==> src/design/pqls_pkg.sv <==
// Shared constants, codes and types for the linear-scan priority queue.
`default_nettype none

package pqls_pkg;

	// Queue sizing
	localparam int QUEUE_DEPTH    = 16;
	localparam int PRIORITY_WIDTH = 8;

	localparam int IDX_W   = $clog2(QUEUE_DEPTH);
	localparam int CNT_W   = $clog2(QUEUE_DEPTH + 1);
	localparam int VAL_W   = 32;
	localparam int ENTRY_W = VAL_W + PRIORITY_WIDTH;

	// Port field widths
	localparam int IN_PRIO_W = 8;
	localparam int STATUS_W  = 2;
	localparam int FILL_W    = 5;
	localparam int S_TDATA_W = 40;
	localparam int M_TDATA_W = 48;
	localparam int M_PAD_W   = M_TDATA_W - VAL_W - FILL_W;

	typedef enum logic {
		OP_ENQ = 1'b0,
		OP_DEQ = 1'b1
	} opcode_t;

	typedef enum logic [STATUS_W-1:0] {
		STS_STORED   = 2'd0,
		STS_DEQUEUED = 2'd1,
		STS_EMPTY    = 2'd2,
		STS_FULL     = 2'd3
	} status_t;

	// Sequencer states
	typedef enum logic [3:0] {
		ST_IDLE  = 4'b0001,
		ST_SCAN  = 4'b0010,
		ST_PICK  = 4'b0100,
		ST_SHIFT = 4'b1000
	} state_t;

	// Control for the shared compare unit
	typedef struct packed {
		logic valid;   // an entry is on the read bus this cycle
		logic first;   // it is the oldest entry: load unconditionally
	} scan_ctl_t;

endpackage

`default_nettype wire

==> src/design/pqls_ram.sv <==
// Generic single-write, single-read RAM with registered read data.
`default_nettype none

module pqls_ram #(
	parameter int WIDTH = 8,
	parameter int DEPTH = 16
) (
	input  wire logic                     clk,
	input  wire logic                     we,
	input  wire logic [$clog2(DEPTH)-1:0] waddr,
	input  wire logic [WIDTH-1:0]         wdata,
	input  wire logic [$clog2(DEPTH)-1:0] raddr,
	output logic      [WIDTH-1:0]         rdata
);

	logic [WIDTH-1:0] mem_q [DEPTH];

	always_ff @(posedge clk) begin
		if (we) begin
			mem_q[waddr] <= wdata;
		end
		rdata <= mem_q[raddr];
	end

endmodule

`default_nettype wire

==> src/design/pqls_scan_unit.sv <==
// Shared priority comparator that tracks the best entry seen during a scan.
`default_nettype none

module pqls_scan_unit
	import pqls_pkg::*;
(
	input  wire logic                      clk,
	input  wire scan_ctl_t                 ctl,
	input  wire logic [IDX_W-1:0]          idx,
	input  wire logic [PRIORITY_WIDTH-1:0] entry_prio,
	input  wire logic [VAL_W-1:0]          entry_value,
	output logic      [IDX_W-1:0]          best_idx,
	output logic      [VAL_W-1:0]          best_value
);

	logic [PRIORITY_WIDTH-1:0] best_prio_q;
	logic [IDX_W-1:0]          best_idx_q;
	logic [VAL_W-1:0]          best_value_q;
	logic                      take;

	// strictly greater only, so the oldest wins a tie
	assign take = ctl.valid && (ctl.first || (entry_prio > best_prio_q));

	always_ff @(posedge clk) begin
		if (take) begin
			best_prio_q  <= entry_prio;
			best_idx_q   <= idx;
			best_value_q <= entry_value;
		end
	end

	assign best_idx   = best_idx_q;
	assign best_value = best_value_q;

endmodule

`default_nettype wire

==> src/design/priority_queue_linear_scan.sv <==
// Top level: bounded priority queue over an unsorted store, scanned by one comparator.
//
//  channel | direction | tdata (low bit up)                  | tuser
//  s_*     | in        | item_value[31:0], item_priority[7:0] | opcode
//  m_*     | out       | out_value[31:0], fill_count[4:0]    | status[1:0]
//
// Enqueue, full enqueue and empty dequeue: the result is set pending on accept and
// moves to the output register, and so to m_tvalid, once that register is free.
// Dequeue: the scan reads each held entry in turn, the pick state takes the winner,
// then the shift state moves every entry behind the winner down one place to close
// the gap before the result is set pending. The single read port of the entry RAM
// and the one comparator make the scan sequential.
// arst_n clears the sequencer, the fill count and the output valid flag; the
// entry RAM and the result payload registers hold no reset value.
// A result held in the output register does not block the next accept.
`default_nettype none

module priority_queue_linear_scan
	import pqls_pkg::*;
(
	input  wire logic                  clk,
	input  wire logic                  arst_n,
	input  wire logic                  s_tvalid,
	output logic                       s_tready,
	input  wire logic [S_TDATA_W-1:0]  s_tdata,   // item_value, item_priority
	input  wire logic                  s_tuser,   // opcode
	output logic                       m_tvalid,
	input  wire logic                  m_tready,
	output logic      [M_TDATA_W-1:0]  m_tdata,   // out_value, fill_count, zero pad
	output logic      [STATUS_W-1:0]   m_tuser    // status
);

	state_t                    state_q;
	logic [CNT_W-1:0]          count_q;
	logic [IDX_W-1:0]          ptr_q;
	logic [IDX_W-1:0]          cmp_idx_q;
	logic [IDX_W-1:0]          sh_q;
	logic                      res_pend_q;
	logic [VAL_W-1:0]          res_value_q;
	status_t                   res_status_q;
	logic                      out_valid_q;
	logic [VAL_W-1:0]          out_value_q;
	status_t                   out_status_q;
	logic [FILL_W-1:0]         out_fill_q;

	logic                      s_fire;
	logic                      out_load;
	opcode_t                   in_op;
	logic [VAL_W-1:0]          in_value;
	logic [PRIORITY_WIDTH-1:0] in_prio;
	logic                      is_full;
	logic                      is_empty;
	logic                      scan_last;
	logic                      shift_more;

	logic                      ram_we;
	logic [IDX_W-1:0]          ram_waddr;
	logic [ENTRY_W-1:0]        ram_wdata;
	logic [IDX_W-1:0]          ram_raddr;
	logic [ENTRY_W-1:0]        ram_rdata;

	scan_ctl_t                 scan_ctl;
	logic [IDX_W-1:0]          best_idx;
	logic [VAL_W-1:0]          best_value;

	// Input unpacking
	assign in_op    = opcode_t'(s_tuser);
	assign in_value = s_tdata[VAL_W-1:0];
	assign in_prio  = PRIORITY_WIDTH'(s_tdata[VAL_W +: IN_PRIO_W]);

	assign s_tready = (state_q == ST_IDLE) && !res_pend_q;
	assign s_fire   = s_tvalid && s_tready;
	assign is_full  = (count_q == CNT_W'(QUEUE_DEPTH));
	assign is_empty = (count_q == '0);

	assign scan_last  = (CNT_W'(cmp_idx_q) == count_q - CNT_W'(1));
	assign shift_more = ((CNT_W'(sh_q) + CNT_W'(1)) < count_q);

	// A pending result moves to the output register once it is free
	assign out_load = res_pend_q && (!out_valid_q || m_tready);

	// RAM ports
	always_comb begin
		ram_we    = 1'b0;
		ram_waddr = sh_q;
		ram_wdata = ram_rdata;
		ram_raddr = ptr_q;
		unique case (state_q)
			ST_IDLE: begin
				ram_raddr = '0;
				if (s_fire && in_op == OP_ENQ && !is_full) begin
					ram_we    = 1'b1;
					ram_waddr = IDX_W'(count_q);
					ram_wdata = {in_prio, in_value};
				end
			end
			ST_SCAN: begin
				ram_raddr = ptr_q;
			end
			ST_PICK: begin
				ram_raddr = best_idx + IDX_W'(1);
			end
			ST_SHIFT: begin
				ram_raddr = sh_q + IDX_W'(2);
				ram_we    = shift_more;
			end
			default: begin
				ram_raddr = ptr_q;
			end
		endcase
	end

	assign scan_ctl.valid = (state_q == ST_SCAN);
	assign scan_ctl.first = (cmp_idx_q == '0);

	pqls_ram #(
		.WIDTH(ENTRY_W),
		.DEPTH(QUEUE_DEPTH)
	) u_ram (
		.clk  (clk),
		.we   (ram_we),
		.waddr(ram_waddr),
		.wdata(ram_wdata),
		.raddr(ram_raddr),
		.rdata(ram_rdata)
	);

	pqls_scan_unit u_scan (
		.clk        (clk),
		.ctl        (scan_ctl),
		.idx        (cmp_idx_q),
		.entry_prio (ram_rdata[VAL_W +: PRIORITY_WIDTH]),
		.entry_value(ram_rdata[VAL_W-1:0]),
		.best_idx   (best_idx),
		.best_value (best_value)
	);

	// Sequencer
	always_ff @(posedge clk or negedge arst_n) begin
		if (!arst_n) begin
			state_q    <= ST_IDLE;
			count_q    <= '0;
			ptr_q      <= '0;
			cmp_idx_q  <= '0;
			sh_q       <= '0;
			res_pend_q <= 1'b0;
		end else begin
			if (out_load) begin
				res_pend_q <= 1'b0;
			end
			unique case (state_q)
				ST_IDLE: begin
					if (s_fire) begin
						if (in_op == OP_ENQ) begin
							res_pend_q <= 1'b1;
							if (!is_full) begin
								count_q <= count_q + CNT_W'(1);
							end
						end else if (is_empty) begin
							res_pend_q <= 1'b1;
						end else begin
							ptr_q     <= IDX_W'(1);
							cmp_idx_q <= '0;
							state_q   <= ST_SCAN;
						end
					end
				end
				ST_SCAN: begin
					ptr_q     <= ptr_q + IDX_W'(1);
					cmp_idx_q <= cmp_idx_q + IDX_W'(1);
					if (scan_last) begin
						state_q <= ST_PICK;
					end
				end
				ST_PICK: begin
					sh_q    <= best_idx;
					state_q <= ST_SHIFT;
				end
				ST_SHIFT: begin
					if (shift_more) begin
						sh_q <= sh_q + IDX_W'(1);
					end else begin
						count_q    <= count_q - CNT_W'(1);
						res_pend_q <= 1'b1;
						state_q    <= ST_IDLE;
					end
				end
				default: begin
					state_q <= ST_IDLE;
				end
			endcase
		end
	end

	// Result payload
	always_ff @(posedge clk) begin
		if (s_fire) begin
			res_value_q <= '0;
			if (in_op == OP_ENQ) begin
				res_status_q <= is_full ? STS_FULL : STS_STORED;
			end else begin
				res_status_q <= is_empty ? STS_EMPTY : STS_DEQUEUED;
			end
		end else if (state_q == ST_PICK) begin
			res_value_q <= best_value;
		end
	end

	// Output register
	always_ff @(posedge clk or negedge arst_n) begin
		if (!arst_n) begin
			out_valid_q <= 1'b0;
		end else if (out_load) begin
			out_valid_q <= 1'b1;
		end else if (m_tready) begin
			out_valid_q <= 1'b0;
		end
	end

	always_ff @(posedge clk) begin
		if (out_load) begin
			out_value_q  <= res_value_q;
			out_status_q <= res_status_q;
			out_fill_q   <= FILL_W'(count_q);
		end
	end

	assign m_tvalid = out_valid_q;
	assign m_tdata  = {{M_PAD_W{1'b0}}, out_fill_q, out_value_q};
	assign m_tuser  = out_status_q;

	// Checks
	a_count_range: assert property (@(posedge clk) disable iff (!arst_n)
		count_q <= CNT_W'(QUEUE_DEPTH))
		else $error("entry count above queue depth");

	a_enq_grows: assert property (@(posedge clk) disable iff (!arst_n)
		(s_fire && in_op == OP_ENQ && !is_full) |=> (count_q == $past(count_q) + CNT_W'(1)))
		else $error("stored enqueue did not grow the count");

	a_scan_bound: assert property (@(posedge clk) disable iff (!arst_n)
		(state_q == ST_SCAN) |-> (CNT_W'(cmp_idx_q) < count_q))
		else $error("scan index past the held entries");

	a_pend_lands: assert property (@(posedge clk) disable iff (!arst_n)
		out_load |=> (out_valid_q && !res_pend_q))
		else $error("pending result not moved to output register");

	a_no_accept_busy: assert property (@(posedge clk) disable iff (!arst_n)
		(state_q == ST_SHIFT && shift_more) |=> !s_tready)
		else $error("input accepted while compaction is running");

endmodule

`default_nettype wire

==> config.mk <==
export PLATFORM = sky130hd
export DESIGN_NAME = priority_queue_linear_scan
export DESIGN_NICKNAME = d
export VERILOG_FILES = /design/src/design/pqls_pkg.sv /design/src/design/pqls_ram.sv /design/src/design/pqls_scan_unit.sv /design/src/design/priority_queue_linear_scan.sv
export SDC_FILE = /design/constraint.sdc
export NUM_CORES = 1
export LEC_CHECK = 0
export BUFFER_PORTS_ARGS = -buffer_cell sky130_fd_sc_hd__buf_2
export CAP_MARGIN = 5
export CORE_MARGIN = 4
export CORE_UTILIZATION = 29
export CTS_BUF_LIST = sky130_fd_sc_hd__clkbuf_4 sky130_fd_sc_hd__clkbuf_8
export CTS_CLUSTER_DIAMETER = 120
export DETAILED_ROUTE_END_ITERATION = 8
export GPL_TIMING_DRIVEN = 0
export SLEW_MARGIN = 20
export SYNTH_ARGS = -nofsm -noshare
export SYNTH_HDL_FRONTEND = slang
export SYNTH_SLANG_ARGS = --single-unit
==> constraint.sdc <==
create_clock -name clk -period 5.3 [get_ports clk]
set_input_delay 0.265 -clock clk [delete_from_list [all_inputs] [get_ports clk]]
set_output_delay 0.265 -clock clk [all_outputs]
set_load 0.1 [all_outputs]
==> reports/metrics.csv <==
stage;metric;value;unit
outcome;status;finished clean;
synth;synthesized area;32400;um^2
timing;FMAX;199;MHz
setup_path;CP max-delay cell;clkbuf_1;
timing;endpoints failing hold;0;
synth;Seq/Total Area, Yosys;0.733;
power;Tot Pwr;20.9;mW
global_routing;GRT Total Usage;0.147;
layout;commonest non-fill, non-tap cell in the layout;edfxtp_1;
layout;register area;23800;um^2
global_routing;initial antenna violation count;6;
layout;Final Net Count;2566;
timing;skew final;41.8;ps
clocking;clock buffer depth;3;
route;drt first-iter violations;1802;
synth;Synth cell types;63;
clocking;Root Driver;clkbuf_8;
clocking;cts hold-fix bufs;6;
place;GPL Wtd Cong;0.782;
synth;Syn Area/Cell;14.6;um^2
power;maximum VDD drop;245;uV
synth;Synth Flop Type;edfxtp_1;
route;Post-Route WL;86600;um
layout;most frequent cells in the layout;edfxtp_1 (725), nand2_1 (445), clkbuf_8 (152);
power;Cell Pwr Density;540;nW/um^2
global_routing;global-route wire length before repair;127000;um
setup_path;Crit Path Max Fanout;18;
clocking;# clock sinks;820;
synth;number of flops mapped to enable cells by yosys;725;
place;DP HPWL;56700;um
clocking;Worst-Skew Late Latency;820;ps
timing;fin crit share;0.949;
timing;# setup viols final;0;
floorplan;Die H;342;um
route;via/cell ratio;4.75;
setup_path;Worst EP arrival;5530;ps
setup_path;most frequent CP cell;clkbuf_1;
layout;multi-input logic area;7940;um^2
clocking;clock slew at reported path FFs;60;ps
global_routing;vias in the first global route;19500;
route;ANT nets after route;0;
setup_path;startpoint types;register;
place;Port Buffers;85;
floorplan;die area;117000;um^2
clocking;Resize count post-CTS;0;
floorplan;IO Pins;97;
timing;unrepaired setup endpoints after global routing;no;
setup_path;Worst EP required;5800;ps
timing;worst slew pin tran;1060;ps
timing;final slew viol count;0;
floorplan;Die Wd;342;um
layout;final core occ;0.350;
global_routing;largest net degree at the start of global routing;31;
setup_path;crit path cell chain;clkbuf_1, and4b_1, clkbuf_1, and2_1, clkbuf_1, clkbuf_1, a31oi_1, nor2_4, buf_16, buf_16;
place;dpl ws;215;ps
synth;Ys Warns;0;
run;total of max-cap violations;0;
power;leakage;13.0;nW
floorplan;Core ar.;111000;um^2
clocking;CTS Buf Count;141;
timing;worst-case hold slack;110;ps
timing;max_slew headroom;0.287;
route;DRT Pass-1 Iters;6;
route;vias after detailed routing;19500;
synth;Synth async-reset ratio;0.0280;
route;DR WL/cell;21.1;um
setup_path;WS Path Type;register to register;
route;drc violations;0;
clocking;TritonCTS clock tree;yes;
synth;Yosys reg bits;820;
setup_path;max incr delay on CP;780;ps
layout;area delta synth->final;19.4;%
setup_path;CP endpoint kind;register;
synth;Post-Syn Instances;2221;
clocking;# Post-CTS Setup Buffers;0;
timing;fin worst setup slack;268;ps
hold_path;HP Class;primary input to register;
layout;layout cell share with drive strength beyond 1;0.202;
timing;min cycle time layout;5030;ps
layout;filler cell count;10800;
floorplan;std cell rows;122;
global_routing;GR Overflow Total;0;
floorplan;Initial Util;0.293;
clocking;H-tree depth;4;
[synthesized netlist by cell type (all sizes together) (41+ instances only)]
master,instances,share of area
a211oi,122,0.034
a221o,44,0.014
a31oi,86,0.017
and2,122,0.024
and3,41,0.0079
buf,63,0.015
clkbuf,91,0.011
dfxtp,72,0.044
edfxtp,725,0.67
mux2i,83,0.026
nand2,445,0.051
[final timing paths]
check	from	endpoint	slack, ps	cells after the start
max	state_q[0]	u_ram.mem_q[0][22]	270	10
min	s_tdata[19]	u_ram.mem_q[11][19]	110	3
max reg2reg	state_q[0]	u_ram.mem_q[0][22]	270	10
min reg2reg	res_value_q[22]	out_value_q[22]	410	0
max in group asynchronous	arst_n	count_q[2]	4600	4
min in group asynchronous	arst_n	sh_q[2]	540	4
[report_power, final]
group / total [mW] / internal [mW] / leakage [nW] / switching (mW)
clock network: 5.97 / 3.32 / 1.58 / 2.64
registers: 8.88 / 8.58 / 7.44 / 0.295
logic: 6.08 / 1.74 / 3.97 / 4.34
total: 20.9 / 13.6 / 13.0 / 7.28
[registers in the layout, summed over array words and instances (netlist names)]
| signal | cells |
|---|---|
| cmp_idx_q | 4 |
| count_q | 5 |
| m_tuser | 2 |
| m_tvalid | 1 |
| out_fill_q | 5 |
| out_value_q | 32 |
| ptr_q | 4 |
| res_pend_q | 1 |
| res_status_q | 2 |
| res_value_q | 32 |
| sh_q | 4 |
| state_q | 4 |
| u_ram.mem_q | 640 |
| u_ram.rdata | 40 |
| u_scan.best_idx | 4 |
| u_scan.best_prio_q | 8 |
| u_scan.best_value | 32 |
[worst max-delay path, delay by kind of cell, from the launching register on]
family,cells,cell delay (ps)
AO/OA/AOI/OAI,1,540
buffers and inverters,6,2420
flip-flops,1,580
AND/OR/NAND/NOR,3,1180
[layout make-up]
class / count / area share
Clock inverter: 43 / 0.0106
Antenna cell: 2 / 0.000129
Multi-Input combinational cell: 1239 / 0.205
Buffer: 154 / 0.0214
Tap cell: 1488 / 0.0481
Sequential cell: 820 / 0.614
Timing Repair Buffer: 126 / 0.0333
Clock buffer: 213 / 0.0658
Inverter: 18 / 0.00174
[metal layers]
metal  share of wire  GRT usage  up-vias  wire length, um
li1                -          -     8942                -
met1            0.42      0.192     9654            36800
met2            0.47      0.237      720            40900
met3           0.075     0.0357      161             6450
met4           0.028     0.0526        6             2410
met5         0.00047          0        -               41
[cell families (layout without fill, tap and decap cells)]
group / Yosys count / after routing / synth area share
simple gates: 687 / 687 / 0.0953
buf+inv: 172 / 554 / 0.0277
mux: 123 / 123 / 0.0395
other cells: 1 / 13 / 0.000116
fa+ha+maj: 21 / 21 / 0.00810
flops: 820 / 820 / 0.733
xor+xnor: 20 / 20 / 0.00563
compound gates: 377 / 377 / 0.0905
[through the flow]
step                      TNS (ps)  area [um^2]  cells
after CTS                        0        38700   4101
after global routing             0        38700   4102
after detailed placement         0        35700   3839
final                            0        38700   4103
after global placement    -1198910        34800   3804
after floorplan                  0        32500   2231
No activity file was read; power rests on OpenSTA's default activity.
